===== src/design/ps2mcd_pkg.sv =====
// ----------------------------------------------------------------------------
// PS/2 mouse cursor and window drag: shared package
// Types, register indexes, reset values and helpers used by every module.
// ----------------------------------------------------------------------------
package ps2mcd_pkg;

   // Geometry defaults handed to the top level parameters.
   localparam int SCREEN_W_DEFAULT = 1280;
   localparam int SCREEN_H_DEFAULT = 1024;

   localparam int CURSOR_SIZE  = 16;
   localparam int TITLE_HEIGHT = 25;
   localparam int NUM_WINDOWS  = 3;

   // Window slots that actually exist in the register map.
   localparam int NUM_SLOTS = 3;
   localparam int HIT_SLOTS = (NUM_WINDOWS < NUM_SLOTS) ? NUM_WINDOWS : NUM_SLOTS;

   localparam logic [1:0] NO_WINDOW = 2'd3;

   // Packet header sync bit and left button bit.
   localparam int HDR_SYNC_BIT = 3;
   localparam int HDR_LEFT_BIT = 0;

   // Depth of the packet queue between the front and back ends.
   localparam int QUEUE_DEPTH = 2;

   // Configuration register map.
   localparam int CSR_INDEX_W = 3;
   localparam int CSR_DATA_W  = 11;

   localparam logic [CSR_INDEX_W-1:0] CSR_VISIBLE_MASK = 3'd0;
   localparam logic [CSR_INDEX_W-1:0] CSR_WIN0_WIDTH   = 3'd1;
   localparam logic [CSR_INDEX_W-1:0] CSR_WIN0_HEIGHT  = 3'd2;
   localparam logic [CSR_INDEX_W-1:0] CSR_WIN1_WIDTH   = 3'd3;
   localparam logic [CSR_INDEX_W-1:0] CSR_WIN1_HEIGHT  = 3'd4;
   localparam logic [CSR_INDEX_W-1:0] CSR_WIN2_WIDTH   = 3'd5;
   localparam logic [CSR_INDEX_W-1:0] CSR_WIN2_HEIGHT  = 3'd6;

   localparam logic [NUM_SLOTS-1:0]  VISIBLE_RESET = '0;
   localparam logic [CSR_DATA_W-1:0] WIDTH_RESET  [NUM_SLOTS] = '{11'd450, 11'd400, 11'd300};
   localparam logic [CSR_DATA_W-1:0] HEIGHT_RESET [NUM_SLOTS] = '{11'd200, 11'd250, 11'd150};

   localparam logic signed [15:0] LEFT_RESET [NUM_SLOTS] = '{16'sd450, 16'sd450, 16'sd900};
   localparam logic signed [15:0] TOP_RESET  [NUM_SLOTS] = '{16'sd400, 16'sd300, 16'sd600};

   // One assembled mouse packet.
   typedef struct packed {
      logic [7:0] header;
      logic [7:0] dx;
      logic [7:0] dy;
   } packet_type;

   // One configuration write.
   typedef struct packed {
      logic                   en;
      logic [CSR_INDEX_W-1:0] index;
      logic [CSR_DATA_W-1:0]  data;
   } csr_write_type;

   // Adds a signed delta to a window coordinate, saturating at 16-bit signed.
   function automatic logic signed [15:0] sat16_add(logic signed [15:0] a,
                                                    logic signed [8:0]  d);
      logic signed [16:0] s;
      s = 17'(a) + 17'(d);
      if (s[16] != s[15]) begin
         sat16_add = s[16] ? 16'sh8000 : 16'sh7fff;
      end else begin
         sat16_add = s[15:0];
      end
   endfunction

endpackage


===== src/design/ps2mcd_front.sv =====
// ----------------------------------------------------------------------------
// PS/2 packet assembler
// Syncs on the header bit and collects header, X and Y bytes into packets.
// ----------------------------------------------------------------------------
module ps2mcd_front (
   input  logic                   clock,
   input  logic                   reset,
   input  logic                   in_valid,
   input  logic [7:0]             in_byte,
   output logic                   in_ready,
   output logic                   push_valid,
   output ps2mcd_pkg::packet_type push_data,
   input  logic                   push_ready
);

   typedef enum logic [1:0] {
      SYNC,
      HAVE_HEADER,
      HAVE_DX
   } state_type;

   state_type  state_ff;
   logic [7:0] header_ff;
   logic [7:0] dx_ff;
   logic       accept;

   // A byte is only taken when a finished packet could be queued.
   assign in_ready = push_ready;
   assign accept   = in_valid && push_ready;

   assign push_valid       = accept && (state_ff == HAVE_DX);
   assign push_data.header = header_ff;
   assign push_data.dx     = dx_ff;
   assign push_data.dy     = in_byte;

   always_ff @(posedge clock) begin
      if (reset) begin
         state_ff  <= SYNC;
         header_ff <= '0;
         dx_ff     <= '0;
      end else if (accept) begin
         unique case (state_ff)
            SYNC: begin
               // Bytes without the sync bit are dropped while hunting.
               if (in_byte[ps2mcd_pkg::HDR_SYNC_BIT]) begin
                  header_ff <= in_byte;
                  state_ff  <= HAVE_HEADER;
               end
            end
            HAVE_HEADER: begin
               dx_ff    <= in_byte;
               state_ff <= HAVE_DX;
            end
            HAVE_DX: begin
               state_ff <= SYNC;
            end
            default: begin
               state_ff <= SYNC;
            end
         endcase
      end
   end

   a_push_only_on_third: assert property (@(posedge clock) disable iff (reset)
      push_valid |=> state_ff == SYNC)
      else $error("front did not resync after a packet");

endmodule


===== src/design/ps2mcd_queue.sv =====
// ----------------------------------------------------------------------------
// Packet queue
// Short first-in first-out buffer between the assembler and the engine.
// ----------------------------------------------------------------------------
module ps2mcd_queue (
   input  logic                   clock,
   input  logic                   reset,
   input  logic                   push_valid,
   input  ps2mcd_pkg::packet_type push_data,
   output logic                   push_ready,
   output logic                   pop_valid,
   output ps2mcd_pkg::packet_type pop_data,
   input  logic                   pop_ready
);

   localparam int DEPTH = ps2mcd_pkg::QUEUE_DEPTH;
   localparam int PTR_W = (DEPTH > 1) ? $clog2(DEPTH) : 1;
   localparam int CNT_W = $clog2(DEPTH + 1);

   ps2mcd_pkg::packet_type entry_ff [DEPTH];
   logic [PTR_W-1:0] wr_ptr_ff;
   logic [PTR_W-1:0] rd_ptr_ff;
   logic [CNT_W-1:0] count_ff;
   logic             push;
   logic             pop;

   assign push_ready = (count_ff != CNT_W'(DEPTH));
   assign pop_valid  = (count_ff != '0);
   assign pop_data   = entry_ff[rd_ptr_ff];
   assign push       = push_valid && push_ready;
   assign pop        = pop_valid && pop_ready;

   always_ff @(posedge clock) begin
      if (push) begin
         entry_ff[wr_ptr_ff] <= push_data;
      end
   end

   always_ff @(posedge clock) begin
      if (reset) begin
         wr_ptr_ff <= '0;
         rd_ptr_ff <= '0;
         count_ff  <= '0;
      end else begin
         if (push) begin
            wr_ptr_ff <= (wr_ptr_ff == PTR_W'(DEPTH - 1)) ? '0 : wr_ptr_ff + 1'b1;
         end
         if (pop) begin
            rd_ptr_ff <= (rd_ptr_ff == PTR_W'(DEPTH - 1)) ? '0 : rd_ptr_ff + 1'b1;
         end
         if (push && !pop) begin
            count_ff <= count_ff + 1'b1;
         end else if (pop && !push) begin
            count_ff <= count_ff - 1'b1;
         end
      end
   end

   a_count_bound: assert property (@(posedge clock) disable iff (reset)
      count_ff <= CNT_W'(DEPTH))
      else $error("queue count beyond depth");

   a_count_track: assert property (@(posedge clock) disable iff (reset)
      (push && !pop) |=> count_ff == $past(count_ff) + 1'b1)
      else $error("queue count did not follow a push");

endmodule


===== src/design/ps2mcd_back.sv =====
// ----------------------------------------------------------------------------
// Cursor and drag engine
// Applies packets to the cursor and windows and registers one result word.
// ----------------------------------------------------------------------------
module ps2mcd_back #(
   parameter int SCREEN_W = ps2mcd_pkg::SCREEN_W_DEFAULT,
   parameter int SCREEN_H = ps2mcd_pkg::SCREEN_H_DEFAULT
) (
   input  logic                      clock,
   input  logic                      reset,
   input  ps2mcd_pkg::csr_write_type csr_wr,
   input  logic                      pop_valid,
   input  ps2mcd_pkg::packet_type    pop_data,
   output logic                      pop_ready,
   output logic                      rsp_valid,
   input  logic                      rsp_ready,
   output logic [10:0]               rsp_cursor_x,
   output logic [9:0]                rsp_cursor_y,
   output logic                      rsp_left_pressed,
   output logic [1:0]                rsp_drag_window,
   output logic signed [15:0]        rsp_frame_x,
   output logic signed [15:0]        rsp_frame_y,
   output logic [10:0]               rsp_frame_height,
   output logic                      rsp_drag_ended
);

   localparam int SLOTS = ps2mcd_pkg::NUM_SLOTS;
   localparam int PX_W  = $clog2(SCREEN_W);
   localparam int PY_W  = $clog2(SCREEN_H);
   localparam int PXS_W = ((PX_W > 8) ? PX_W : 8) + 2;
   localparam int PYS_W = ((PY_W > 8) ? PY_W : 8) + 2;
   localparam int CMP_W = 18;

   localparam logic signed [PXS_W-1:0] PX_MAX   = PXS_W'(SCREEN_W - ps2mcd_pkg::CURSOR_SIZE);
   localparam logic signed [PYS_W-1:0] PY_MAX   = PYS_W'(SCREEN_H - ps2mcd_pkg::CURSOR_SIZE);
   localparam logic [PX_W-1:0]         PX_RESET = PX_W'(SCREEN_W / 2);
   localparam logic [PY_W-1:0]         PY_RESET = PY_W'(SCREEN_H / 2);
   localparam logic signed [CMP_W-1:0] TITLE_H  = CMP_W'(ps2mcd_pkg::TITLE_HEIGHT);

   // Configuration registers.
   logic [SLOTS-1:0] visible_ff;
   logic [10:0]      width_ff  [SLOTS];
   logic [10:0]      height_ff [SLOTS];

   // Engine state.
   logic [PX_W-1:0]    ptr_x_ff;
   logic [PY_W-1:0]    ptr_y_ff;
   logic               prev_button_ff;
   logic [1:0]         drag_idx_ff;
   logic signed [15:0] win_left_ff [SLOTS];
   logic signed [15:0] win_top_ff  [SLOTS];

   // Result register.
   logic               rsp_valid_ff;
   logic [10:0]        cursor_x_ff;
   logic [9:0]         cursor_y_ff;
   logic               left_ff;
   logic [1:0]         drag_window_ff;
   logic signed [15:0] frame_x_ff;
   logic signed [15:0] frame_y_ff;
   logic [10:0]        frame_h_ff;
   logic               ended_ff;

   // Next values.
   logic signed [7:0]       mx;
   logic signed [7:0]       my;
   logic signed [8:0]       my_neg;
   logic                    left;
   logic signed [PXS_W-1:0] px_sum;
   logic signed [PYS_W-1:0] py_sum;
   logic [PX_W-1:0]         ptr_x_in;
   logic [PY_W-1:0]         ptr_y_in;
   logic signed [CMP_W-1:0] cmp_x;
   logic signed [CMP_W-1:0] cmp_y;
   logic [SLOTS-1:0]        hit;
   logic                    hit_found;
   logic [1:0]              hit_idx;
   logic                    start;
   logic                    moving;
   logic [1:0]              drag_idx_in;
   logic                    ended;
   logic [1:0]              report;
   logic signed [15:0]      win_left_in [SLOTS];
   logic signed [15:0]      win_top_in  [SLOTS];
   logic signed [15:0]      frame_x_in;
   logic signed [15:0]      frame_y_in;
   logic [10:0]             frame_h_in;
   logic [31:0]             px_wide;
   logic [31:0]             py_wide;
   logic                    take;

   assign pop_ready = !rsp_valid_ff || rsp_ready;
   assign take      = pop_valid && pop_ready;

   always_comb begin
      mx     = signed'(pop_data.dx);
      my     = signed'(pop_data.dy);
      my_neg = -(9'(my));
      left   = pop_data.header[ps2mcd_pkg::HDR_LEFT_BIT];

      // Cursor moves with Y inverted, clamped to the screen.
      px_sum = PXS_W'(signed'({1'b0, ptr_x_ff})) + PXS_W'(mx);
      py_sum = PYS_W'(signed'({1'b0, ptr_y_ff})) - PYS_W'(my);
      if (px_sum < 0) begin
         ptr_x_in = '0;
      end else if (px_sum > PX_MAX) begin
         ptr_x_in = PX_MAX[PX_W-1:0];
      end else begin
         ptr_x_in = px_sum[PX_W-1:0];
      end
      if (py_sum < 0) begin
         ptr_y_in = '0;
      end else if (py_sum > PY_MAX) begin
         ptr_y_in = PY_MAX[PY_W-1:0];
      end else begin
         ptr_y_in = py_sum[PY_W-1:0];
      end

      // Title bar hit test on the moved cursor, lowest window first.
      cmp_x = CMP_W'(signed'({1'b0, ptr_x_in}));
      cmp_y = CMP_W'(signed'({1'b0, ptr_y_in}));
      for (int i = 0; i < SLOTS; i++) begin
         hit[i] = (i < ps2mcd_pkg::HIT_SLOTS) && visible_ff[i]
                  && (cmp_x >= CMP_W'(win_left_ff[i]))
                  && (cmp_x <= CMP_W'(win_left_ff[i])
                               + CMP_W'(signed'({1'b0, width_ff[i]})))
                  && (cmp_y >= CMP_W'(win_top_ff[i]))
                  && (cmp_y <= CMP_W'(win_top_ff[i]) + TITLE_H);
      end
      hit_found = 1'b0;
      hit_idx   = ps2mcd_pkg::NO_WINDOW;
      for (int i = 0; i < SLOTS; i++) begin
         if (hit[i] && !hit_found) begin
            hit_found = 1'b1;
            hit_idx   = 2'(i);
         end
      end

      start = left && !prev_button_ff && (drag_idx_ff == ps2mcd_pkg::NO_WINDOW)
              && hit_found;
      if (!left) begin
         drag_idx_in = ps2mcd_pkg::NO_WINDOW;
      end else if (start) begin
         drag_idx_in = hit_idx;
      end else begin
         drag_idx_in = drag_idx_ff;
      end
      ended  = !left && (drag_idx_ff != ps2mcd_pkg::NO_WINDOW);
      moving = left && (drag_idx_in != ps2mcd_pkg::NO_WINDOW) && ((mx != 0) || (my != 0));

      for (int i = 0; i < SLOTS; i++) begin
         if (moving && (drag_idx_in == 2'(i))) begin
            win_left_in[i] = ps2mcd_pkg::sat16_add(win_left_ff[i], 9'(mx));
            win_top_in[i]  = ps2mcd_pkg::sat16_add(win_top_ff[i], my_neg);
         end else begin
            win_left_in[i] = win_left_ff[i];
            win_top_in[i]  = win_top_ff[i];
         end
      end

      // On release the outline still shows the window just dropped.
      report     = left ? drag_idx_in : (ended ? drag_idx_ff : ps2mcd_pkg::NO_WINDOW);
      frame_x_in = '0;
      frame_y_in = '0;
      frame_h_in = '0;
      for (int i = 0; i < SLOTS; i++) begin
         if (report == 2'(i)) begin
            frame_x_in = win_left_in[i];
            frame_y_in = win_top_in[i];
            frame_h_in = height_ff[i];
         end
      end

      px_wide = 32'(ptr_x_in);
      py_wide = 32'(ptr_y_in);
   end

   always_ff @(posedge clock) begin
      if (reset) begin
         visible_ff <= ps2mcd_pkg::VISIBLE_RESET;
         for (int i = 0; i < SLOTS; i++) begin
            width_ff[i]  <= ps2mcd_pkg::WIDTH_RESET[i];
            height_ff[i] <= ps2mcd_pkg::HEIGHT_RESET[i];
         end
      end else if (csr_wr.en) begin
         unique case (csr_wr.index)
            ps2mcd_pkg::CSR_VISIBLE_MASK: visible_ff   <= csr_wr.data[SLOTS-1:0];
            ps2mcd_pkg::CSR_WIN0_WIDTH:   width_ff[0]  <= csr_wr.data;
            ps2mcd_pkg::CSR_WIN0_HEIGHT:  height_ff[0] <= csr_wr.data;
            ps2mcd_pkg::CSR_WIN1_WIDTH:   width_ff[1]  <= csr_wr.data;
            ps2mcd_pkg::CSR_WIN1_HEIGHT:  height_ff[1] <= csr_wr.data;
            ps2mcd_pkg::CSR_WIN2_WIDTH:   width_ff[2]  <= csr_wr.data;
            ps2mcd_pkg::CSR_WIN2_HEIGHT:  height_ff[2] <= csr_wr.data;
            default: begin
            end
         endcase
      end
   end

   always_ff @(posedge clock) begin
      if (reset) begin
         ptr_x_ff       <= PX_RESET;
         ptr_y_ff       <= PY_RESET;
         prev_button_ff <= 1'b0;
         drag_idx_ff    <= ps2mcd_pkg::NO_WINDOW;
         for (int i = 0; i < SLOTS; i++) begin
            win_left_ff[i] <= ps2mcd_pkg::LEFT_RESET[i];
            win_top_ff[i]  <= ps2mcd_pkg::TOP_RESET[i];
         end
      end else if (take) begin
         ptr_x_ff       <= ptr_x_in;
         ptr_y_ff       <= ptr_y_in;
         prev_button_ff <= left;
         drag_idx_ff    <= drag_idx_in;
         for (int i = 0; i < SLOTS; i++) begin
            win_left_ff[i] <= win_left_in[i];
            win_top_ff[i]  <= win_top_in[i];
         end
      end
   end

   always_ff @(posedge clock) begin
      if (reset) begin
         rsp_valid_ff <= 1'b0;
      end else if (take) begin
         rsp_valid_ff <= 1'b1;
      end else if (rsp_ready) begin
         rsp_valid_ff <= 1'b0;
      end
   end

   always_ff @(posedge clock) begin
      if (take) begin
         cursor_x_ff    <= px_wide[10:0];
         cursor_y_ff    <= py_wide[9:0];
         left_ff        <= left;
         drag_window_ff <= drag_idx_in;
         frame_x_ff     <= frame_x_in;
         frame_y_ff     <= frame_y_in;
         frame_h_ff     <= frame_h_in;
         ended_ff       <= ended;
      end
   end

   assign rsp_valid        = rsp_valid_ff;
   assign rsp_cursor_x     = cursor_x_ff;
   assign rsp_cursor_y     = cursor_y_ff;
   assign rsp_left_pressed = left_ff;
   assign rsp_drag_window  = drag_window_ff;
   assign rsp_frame_x      = frame_x_ff;
   assign rsp_frame_y      = frame_y_ff;
   assign rsp_frame_height = frame_h_ff;
   assign rsp_drag_ended   = ended_ff;

   a_end_clears_drag: assert property (@(posedge clock) disable iff (reset)
      (rsp_valid_ff && ended_ff) |-> (drag_window_ff == ps2mcd_pkg::NO_WINDOW) && !left_ff)
      else $error("drag end reported with a window still held");

   a_drag_needs_button: assert property (@(posedge clock) disable iff (reset)
      (rsp_valid_ff && (drag_window_ff != ps2mcd_pkg::NO_WINDOW)) |-> left_ff)
      else $error("drag held without the left button");

   a_release_frees: assert property (@(posedge clock) disable iff (reset)
      (take && !left) |=> drag_idx_ff == ps2mcd_pkg::NO_WINDOW)
      else $error("release did not free the dragged window");

   a_idle_frame_zero: assert property (@(posedge clock) disable iff (reset)
      (rsp_valid_ff && !ended_ff && (drag_window_ff == ps2mcd_pkg::NO_WINDOW))
      |-> (frame_x_ff == 16'sd0) && (frame_y_ff == 16'sd0) && (frame_h_ff == '0))
      else $error("outline reported with no window");

endmodule


===== src/design/ps2_mouse_cursor_window_drag.sv =====
// ----------------------------------------------------------------------------
// PS/2 mouse cursor and window drag
// Decodes 3-byte mouse packets into cursor moves and title-bar window drags.
// ----------------------------------------------------------------------------
// Raw PS/2 mouse bytes enter on the req_ channel, one word per byte, and the
// block answers each complete 3-byte packet with exactly one rsp_ word;
// header and X bytes, and bytes dropped while hunting for a header with bit 3
// set, give no word. While rsp_ready is high a new byte can be taken every
// clock cycle: the packet assembler takes one byte a cycle while the queue
// has room, a two-entry packet queue sits behind it, and the cursor and drag
// engine retires one packet a cycle into a single output register while
// that register is empty or rsp_ready is high, so the sustained rate is one
// byte per cycle. The finished packet is written into the queue when its
// last byte is taken, and its result word is then registered from there.
// Holding rsp_ready low fills the output register and then the queue, and
// req_ready drops only once the queue is full. The cursor is clamped to the
// screen minus the cursor size; a left press edge starts a drag of the first
// visible window whose title bar holds the cursor, and the dragged window
// moves without clamping, saturating at 16-bit signed. Window sizes and the
// visibility mask are written on the csr_ channel, which is always ready;
// write them only while no packet is in flight.
module ps2_mouse_cursor_window_drag #(
   parameter int SCREEN_W = ps2mcd_pkg::SCREEN_W_DEFAULT,
   parameter int SCREEN_H = ps2mcd_pkg::SCREEN_H_DEFAULT
) (
   input  logic                                     clock,
   input  logic                                     reset,
   // Mouse byte channel.
   input  logic                                     req_valid,
   output logic                                     req_ready,
   input  logic [7:0]                               req_mouse_byte,
   // Result channel.
   output logic                                     rsp_valid,
   input  logic                                     rsp_ready,
   output logic [10:0]                              rsp_cursor_x,
   output logic [9:0]                               rsp_cursor_y,
   output logic                                     rsp_left_pressed,
   output logic [1:0]                               rsp_drag_window,
   output logic signed [15:0]                       rsp_frame_x,
   output logic signed [15:0]                       rsp_frame_y,
   output logic [10:0]                              rsp_frame_height,
   output logic                                     rsp_drag_ended,
   // Configuration write channel.
   input  logic                                     csr_valid,
   output logic                                     csr_ready,
   input  logic [ps2mcd_pkg::CSR_INDEX_W-1:0]       csr_index,
   input  logic [ps2mcd_pkg::CSR_DATA_W-1:0]        csr_wdata
);

   ps2mcd_pkg::packet_type    push_data;
   ps2mcd_pkg::packet_type    pop_data;
   ps2mcd_pkg::csr_write_type csr_wr;
   logic                      push_valid;
   logic                      push_ready;
   logic                      pop_valid;
   logic                      pop_ready;

   // Register writes complete in the cycle they are presented.
   assign csr_ready    = 1'b1;
   assign csr_wr.en    = csr_valid;
   assign csr_wr.index = csr_index;
   assign csr_wr.data  = csr_wdata;

   // Front end: byte sync and packet assembly.
   ps2mcd_front u_front (
      .clock      (clock),
      .reset      (reset),
      .in_valid   (req_valid),
      .in_byte    (req_mouse_byte),
      .in_ready   (req_ready),
      .push_valid (push_valid),
      .push_data  (push_data),
      .push_ready (push_ready)
   );

   // Packets wait here so each side can stall on its own.
   ps2mcd_queue u_queue (
      .clock      (clock),
      .reset      (reset),
      .push_valid (push_valid),
      .push_data  (push_data),
      .push_ready (push_ready),
      .pop_valid  (pop_valid),
      .pop_data   (pop_data),
      .pop_ready  (pop_ready)
   );

   // Back end: cursor, hit test, drag and the result register.
   ps2mcd_back #(
      .SCREEN_W (SCREEN_W),
      .SCREEN_H (SCREEN_H)
   ) u_back (
      .clock            (clock),
      .reset            (reset),
      .csr_wr           (csr_wr),
      .pop_valid        (pop_valid),
      .pop_data         (pop_data),
      .pop_ready        (pop_ready),
      .rsp_valid        (rsp_valid),
      .rsp_ready        (rsp_ready),
      .rsp_cursor_x     (rsp_cursor_x),
      .rsp_cursor_y     (rsp_cursor_y),
      .rsp_left_pressed (rsp_left_pressed),
      .rsp_drag_window  (rsp_drag_window),
      .rsp_frame_x      (rsp_frame_x),
      .rsp_frame_y      (rsp_frame_y),
      .rsp_frame_height (rsp_frame_height),
      .rsp_drag_ended   (rsp_drag_ended)
   );

endmodule

===== config.mk =====
export PLATFORM = sky130hd
export DESIGN_NAME = ps2_mouse_cursor_window_drag
export DESIGN_NICKNAME = d
export VERILOG_FILES = /design/src/design/ps2mcd_pkg.sv /design/src/design/ps2mcd_front.sv /design/src/design/ps2mcd_queue.sv /design/src/design/ps2mcd_back.sv /design/src/design/ps2_mouse_cursor_window_drag.sv
export SDC_FILE = /design/constraint.sdc
export NUM_CORES = 1
export LEC_CHECK = 0
export BUFFER_PORTS_ARGS = -buffer_cell sky130_fd_sc_hd__clkbuf_2
export CAP_MARGIN = 15
export CORE_MARGIN = 2
export CORE_UTILIZATION = 25
export CTS_CLUSTER_SIZE = 14
export DETAILED_ROUTE_END_ITERATION = 10
export HOLD_SLACK_MARGIN = 0.12
export PLACE_DENSITY = 0.4
export REMOVE_ABC_BUFFERS = 1
export SETUP_SLACK_MARGIN = 0.15
export SLEW_MARGIN = 20
export SYNTH_ARGS = -nofsm -noshare
export SYNTH_HDL_FRONTEND = slang
export SYNTH_HIERARCHICAL = 1
export SYNTH_SLANG_ARGS = --single-unit

===== constraint.sdc =====
create_clock -name clock -period 20 [get_ports clock]
set_clock_uncertainty 0.2 [all_clocks]
set_input_delay 1 -clock clock [delete_from_list [all_inputs] [get_ports clock]]
set_output_delay 1 -clock clock [all_outputs]
set_load 0.05 [all_outputs]

==> results of run 1 <==
## flip-flops by register name, indices dropped and copies added (netlist names), 8 cells and up, named ones only
name,count
u_back/height_ff,33
u_back/ptr_x_ff,11
u_back/ptr_y_ff,10
u_back/rsp_cursor_x,11
u_back/rsp_cursor_y,10
u_back/rsp_frame_height,11
u_back/rsp_frame_x,16
u_back/rsp_frame_y,16
u_back/width_ff,33
u_back/win_left_ff,48
u_back/win_top_ff,48
u_front/dx_ff,8
u_queue/entry_ff,34
## placed cells by master, fill, tap and decap left out, types with 14 or more instances in the layout
cell       count
xnor2_1       81
and2_1        41
ha_1         278
nor3_1        64
a21o_1        57
mux2_2        26
nand4_1       22
xor2_1        54
clkbuf_16     41
nor2_1       212
dfxtp_1       44
nor2b_1       36
nand3_1       62
clkbuf_2      96
and3_1        17
or2_2         15
mux2i_1       60
o211ai_1      44
inv_1        141
edfxtp_1     264
o221ai_1      19
o21ai_0      144
buf_4         39
nand2b_1      51
a211oi_1      53
a31oi_1       20
o21a_1        51
maj3_1        16
a21oi_1      235
nor4_1        14
or3_1         16
nand2_1      189
o31ai_1       18
o21bai_1      15
## layout make-up
class	instances	area (µm²)	area share (%)
Antenna cell	1	2.502	0.008765
Inverter	144	545.5	1.911
Timing Repair Buffer	135	773.2	2.709
Sequential cell	308	8808	30.85
Clock inverter	25	266.5	0.9335
Multi-Input combinational cell	2152	15480	54.22
Clock buffer	47	1049	3.673
Tap cell	1298	1624	5.689
## metrics by stage
step                power [mW]  cell area [µm²]  utilization [%]  hold slack (ns)
global placement         3.913            27210            27.21           0.2338
finish                   4.687            28550            28.55           0.2588
detailed placement       3.924            27220            27.22           0.2496
CTS                      4.714            28540            28.54           0.2615
floorplan                2.975            24750                -           0.2254
global route             5.031            28550            28.55           0.2774
## metal layers
layer | part of all wire [%] | wire [µm] | vias up | GRT usage (%)
met2 | 47 | 44370 | 553 | 30.08
li1 | - | - | 10344 | -
met3 | 4.2 | 3972 | 129 | 2.157
met5 | 0.018 | 17 | - | 0
met1 | 45 | 42510 | 10635 | 23.53
met4 | 3.3 | 3097 | 2 | 5.898
## worst max path at each step
stage | end | slack (ns) | startpoint
floorplan | u_back/win_left_ff[0][32] | 10.10 | flop
global placement | u_back/win_left_ff[0][32] | 10.10 | flop
detailed placement | u_back/win_left_ff[0][32] | 9.69 | flop
CTS | u_back/win_left_ff[0][32] | 9.66 | flop
global route | u_back/win_left_ff[0][32] | 8.77 | flop
finish | u_back/win_left_ff[0][32] | 9.68 | flop
## power breakdown
| part | total (mW) | switching [mW] | internal [mW] |
|---|---|---|---|
| logic | 2.89 | 1.91 | 0.983 |
| registers | 1.04 | 0.160 | 0.884 |
| clock network | 0.752 | 0.311 | 0.441 |
| total | 4.69 | 2.38 | 2.31 |
==> impl_metrics.csv, run 1 <==
group,metric,value,unit
sta,fin_setup_tns,0,ns
clock_network,clock_latency,0.59,ns
cells_and_area,nFillCells,10503,
cells_and_area,layoutNonFillerInstCount,4110,
floorplanning,pin_count,98,
critical_path,crit_fanout,50,
critical_path,cpPeakStageDelay,0.82,ns
floorplanning,coreArea,0.1000,mm²
hold_path,whs_endpoint,"u_queue/entry_ff[0][14]",
critical_path,r2r-end,"u_back/win_left_ff[0][32]",
sta,slew_headroom,25.64,%
placement,io_buffers,96,
critical_path,path_class,"reg -> reg",
clock_network,cts-htree-levels,2,
yosys,ys.warnings.count,6,
sta,finalSetupViolCount,0,
clock_network,cts_hold_buf,0,
clock_network,cts_resized,0,
critical_path,cp.required,20.14,ns
detailed_routing,initialDrtViolationCount,1497,
global_routing,grt_usage,17.83,%
yosys,syn_area_per_cell,9.300,µm²
global_routing,grt_pass1_wl,139500,µm
detailed_routing,wl,93970,µm
detailed_routing,vias_per_cell,5.271,
placement,place_ws,9.688,ns
status,status,"completed",
floorplanning,rows,116,
sta,rsz0062_at_grt,"no",
global_routing,grt_overflow,0,
cells_and_area,drive_gt1_share,10.14,%
floorplanning,start_util,25.23,%
clock_network,cts_num_sinks,308,
critical_path,critical_path_buf_inv_count,2,
clock_network,cts-root-buf,"clkbuf_16",
global_routing,antenna_found_initial,1,
clock_network,clkTransAtPathRegs,0.06,ns
pwr,p_per_area,164.2,mW/mm²
sta,timing.final.ws_setup,9.676,ns
placement,post-place-cells,4037,
yosys,synth_area,0.02523,mm²
critical_path,cp.arrival,10.46,ns
sta,maxSlewViolCount,0,
critical_path,r2r_slack,9.68,ns
critical_path,path_delay_family,"compound AO/OA/AOI/OAI gates",
critical_path,critPathSlowestCell,"dfxtp_1",
placement,gp_congestion,0.8605,
clock_network,clockBufferDepth,3,
critical_path,timing.critical_path.mode_cell,"o21ai_0",
detailed_routing,wl_per_cell,22.86,µm
sta,finalCritPeriodShare,51.62,%
sta,fmax,0.09687,GHz
critical_path,end_kind,"flop",
floorplanning,dieArea,0.1035,mm²
pwr,vdd.ir_drop.worst,0.07715,mV
detailed_routing,postRouteAntennaNets,0,
detailed_routing,route.detailed.drc,0,
detailed_routing,vias,21663,
sta,fin_crit,10.32,ns
clock_network,cts_setup_buffers,0,
floorplanning,die_h,321.7,µm
critical_path,crit_cells,29,
critical_path,critPathLaunchType,"flop",
hold_path,whs_path_depth,0,
floorplanning,fp.dieW,321.7,µm
clock_network,numCtsBuffers,40,
flow_run,drv_cap,0,
pwr,p_leak,11.26,nW
hold_path,hold_start,"u_front/dx_ff[6]",
cells_and_area,nets,3097,
hold_path,hold_class,"reg -> reg",
global_routing,first_global_vias,21416,
placement,post-dp-hpwl,69580,µm
cells_and_area,syn_to_final_growth,13.15,%
sta,finalHoldViolCount,0,
sta,tightest_slew,1.107,ns
global_routing,grt_max_degree,63,
detailed_routing,drtPass1Iterations,7,
critical_path,rr_worst_depth,29,
clock_network,tritoncts,"built",
yosys,syn_inst,2713,
Power figures use the tool's default switching activity.
==> run 2: changes to the inputs <==
==> constraint.sdc (replaced) <==
create_clock -name clock -period 10.2 [get_ports clock]
set_clock_uncertainty 0.2 [all_clocks]
set_input_delay 0.51 -clock clock [delete_from_list [all_inputs] [get_ports clock]]
set_output_delay 0.51 -clock clock [all_outputs]
set_load 0.05 [all_outputs]
==> run 2 against run 1 <==
Net effect:
- die area unchanged
- critical path depth stayed put
- core utilization grew 0.31 points
- setup slack worse by 8.4 ns
- non-clock buffer count increased by 29
- maximum frequency grew 16%
- clock power is 100% higher
- sequential share of layout area fell by 0.33 points
- final cell count grew 0.78%
- global-route usage about the same
- via count increased by 0.85%
- worst hold slack lost 0.097 ns
- critical path type unchanged
==> impl_metrics.csv, run 2 (same netlist as run 1, synthesis figures left out) <==
group,metric,value,unit
pwr,vdd.ir_drop.worst,0.1562,mV
clock_network,cts-htree-levels,2,
sta,finalSetupViolCount,0,
clock_network,clkTransAtPathRegs,0.06,ns
global_routing,busiest_layer,"met2",
cells_and_area,nFillCells,10533,
placement,gp_congestion,0.8655,
global_routing,grt_pass1_wl,138900,µm
sta,slew_headroom,19.34,%
global_routing,grt_use_met2,30.28,%
hold_path,hold_class,"in -> reg",
floorplanning,rows,116,
critical_path,timing.critical_path.mode_cell,"o21ai_0",
critical_path,critPathSlowestCell,"or4_1",
cells_and_area,nets,3127,
hold_path,whs_path_depth,4,
critical_path,cp.required,10.31,ns
global_routing,grt_usage,17.81,%
global_routing,gr-usage-met3,2.503,%
detailed_routing,vias,21848,
cells_and_area,multi_input_comb_area,0.01546,mm²
critical_path,critPathLaunchType,"flop",
detailed_routing,initialDrtViolationCount,1490,
sta,rsz0062_at_grt,"no",
detailed_routing,drtPass1Iterations,6,
critical_path,path_class,"reg -> reg",
cells_and_area,syn_to_final_growth,14.37,%
flow_run,drv_cap,0,
floorplanning,coreArea,0.1000,mm²
clock_network,cts-root-buf,"clkbuf_16",
clock_network,tritoncts,"built",
critical_path,r2r-end,"u_back/win_top_ff[0][36]",
floorplanning,die_h,321.7,µm
status,status,"completed",
sta,finalHoldViolCount,0,
sta,fmax,0.1120,GHz
detailed_routing,vias_per_cell,5.275,
floorplanning,start_util,25.23,%
detailed_routing,postRouteAntennaNets,0,
clock_network,cts_num_sinks,308,
global_routing,first_global_vias,21558,
sta,tightest_slew,1.210,ns
clock_network,cts_setup_buffers,0,
placement,post-place-cells,4046,
global_routing,antenna_found_initial,1,
sta,fin_setup_tns,0,ns
cells_and_area,final_common_cell,"ha_1",
sta,fin_crit,8.926,ns
detailed_routing,wl_per_cell,22.63,µm
critical_path,rr_worst_depth,29,
sta,maxSlewViolCount,0,
clock_network,numCtsBuffers,41,
cells_and_area,fin_area,0.02886,mm²
critical_path,crit_fanout,15,
placement,io_buffers,96,
sta,finalCritPeriodShare,87.51,%
pwr,p_leak,11.41,nW
critical_path,end_kind,"flop",
cells_and_area,reg_top3,"u_back/win_left_ff: 48 flops, u_back/win_top_ff: 48 flops, u_queue/entry_ff: 34 flops",
hold_path,hold_start,"req_valid",
detailed_routing,route.detailed.drc,0,
pwr,p_per_area,321.0,mW/mm²
critical_path,r2r_slack,1.27,ns
cells_and_area,layoutNonFillerInstCount,4142,
global_routing,grtUsageMet1,23.17,%
floorplanning,fp.dieW,321.7,µm
global_routing,grt_max_degree,60,
clock_network,clock_latency,0.59,ns
critical_path,cpPeakStageDelay,0.60,ns
detailed_routing,wl,93750,µm
clock_network,clockBufferDepth,3,
cells_and_area,regArea,0.008808,mm²
floorplanning,pin_count,98,
global_routing,grt_overflow,0,
placement,post-dp-hpwl,70130,µm
cells_and_area,final_cell_mix,"ha_1 (278), edfxtp_1 (264), a21oi_1 (238), nor2_1 (213), nand2_1 (189)",
floorplanning,dieArea,0.1035,mm²
critical_path,cp.arrival,9.03,ns
cells_and_area,drive_gt1_share,10.24,%
placement,placed_cell_area,0.02728,mm²
hold_path,whs_endpoint,"u_front/state_ff[1]",
==> run 2: cell types whose count changed in the layout (fill, tap and decap cells not counted), moves of 3 or more <==
| cell | before | now |
|---|---|---|
| dlygate4sd3_1 | 0 | 20 |
| clkbuf_1 | 6 | 9 |
| a21oi_1 | 235 | 238 |
| buf_4 | 39 | 47 |
| a21oi_2 | 4 | 1 |
==> run 2: layout make-up <==
| type | instances | share of cell area [%] |
|---|---|---|
| well taps | 1298 | 5.628 |
| inverters | 144 | 1.890 |
| repair buffers | 164 | 3.651 |
| flip-flops and latches | 308 | 30.53 |
| clock inverters | 24 | 1.015 |
| diodes | 1 | 0.008672 |
| multi-input cells | 2152 | 53.56 |
| clock buffers | 51 | 3.720 |
==> run 2: how the worst max path moves through the flow <==
stage	start	cells after the start	endpoint
3_3_place_gp	flop	29	u_back/win_top_ff[0][42]
2_1_floorplan	flop	28	u_back/win_left_ff[0][32]
4_1_cts	flop	29	u_back/win_top_ff[0][32]
3_5_place_dp	flop	29	u_back/win_top_ff[0][32]
5_1_grt	flop	29	u_back/win_top_ff[0][32]
6_report	flop	29	u_back/win_top_ff[0][36]
==> run 2: per-stage QoR <==
stage	setup slack (ns)	power [mW]	hold WS [ns]	util (%)
2_1_floorplan	0.3020	5.834	0.2254	-
3_3_place_gp	1.326	7.722	0.2279	27.27
3_5_place_dp	0.9677	7.743	0.2412	27.28
4_1_cts	0.8771	9.335	0.1306	28.85
5_1_grt	0.6017	9.973	0.1725	28.85
6_report	1.274	9.262	0.1621	28.86
==> run 2: worst max-delay path, delay by kind of cell (launching register included) <==
| family | cells | cell delay (ns) |
|---|---|---|
| and+or+nand+nor | 6 | 2.53 |
| adders and majority gates | 2 | 0.64 |
| buffers and inverters | 3 | 0.61 |
| muxes | 1 | 0.41 |
| DFF | 1 | 0.36 |
| AOI/OAI and AO/OA | 17 | 3.86 |
==> run 2: per-layer routing <==
| metal | part of all wire, % | vias to the layer above |
|---|---|---|
| li1 | - | 10404 |
| met1 | 45 | 10801 |
| met2 | 47 | 517 |
| met3 | 4.6 | 126 |
| met4 | 3.1 | 0 |
| met5 | 0 | - |
==> run 2: power by group <==
| group | switching (mW) | internal (mW) |
|---|---|---|
| combinational | 3.75 | 1.95 |
| sequential | 0.314 | 1.73 |
| clock | 0.609 | 0.902 |
==> run 2: repair_timing <==
action | 4_1_cts | 5_1_grt
hold buffers | 20 | 0
endpoints found under the setup margin | 0 | 2
endpoints found under the hold margin | 72 | 0
resized for setup | 0 | 1
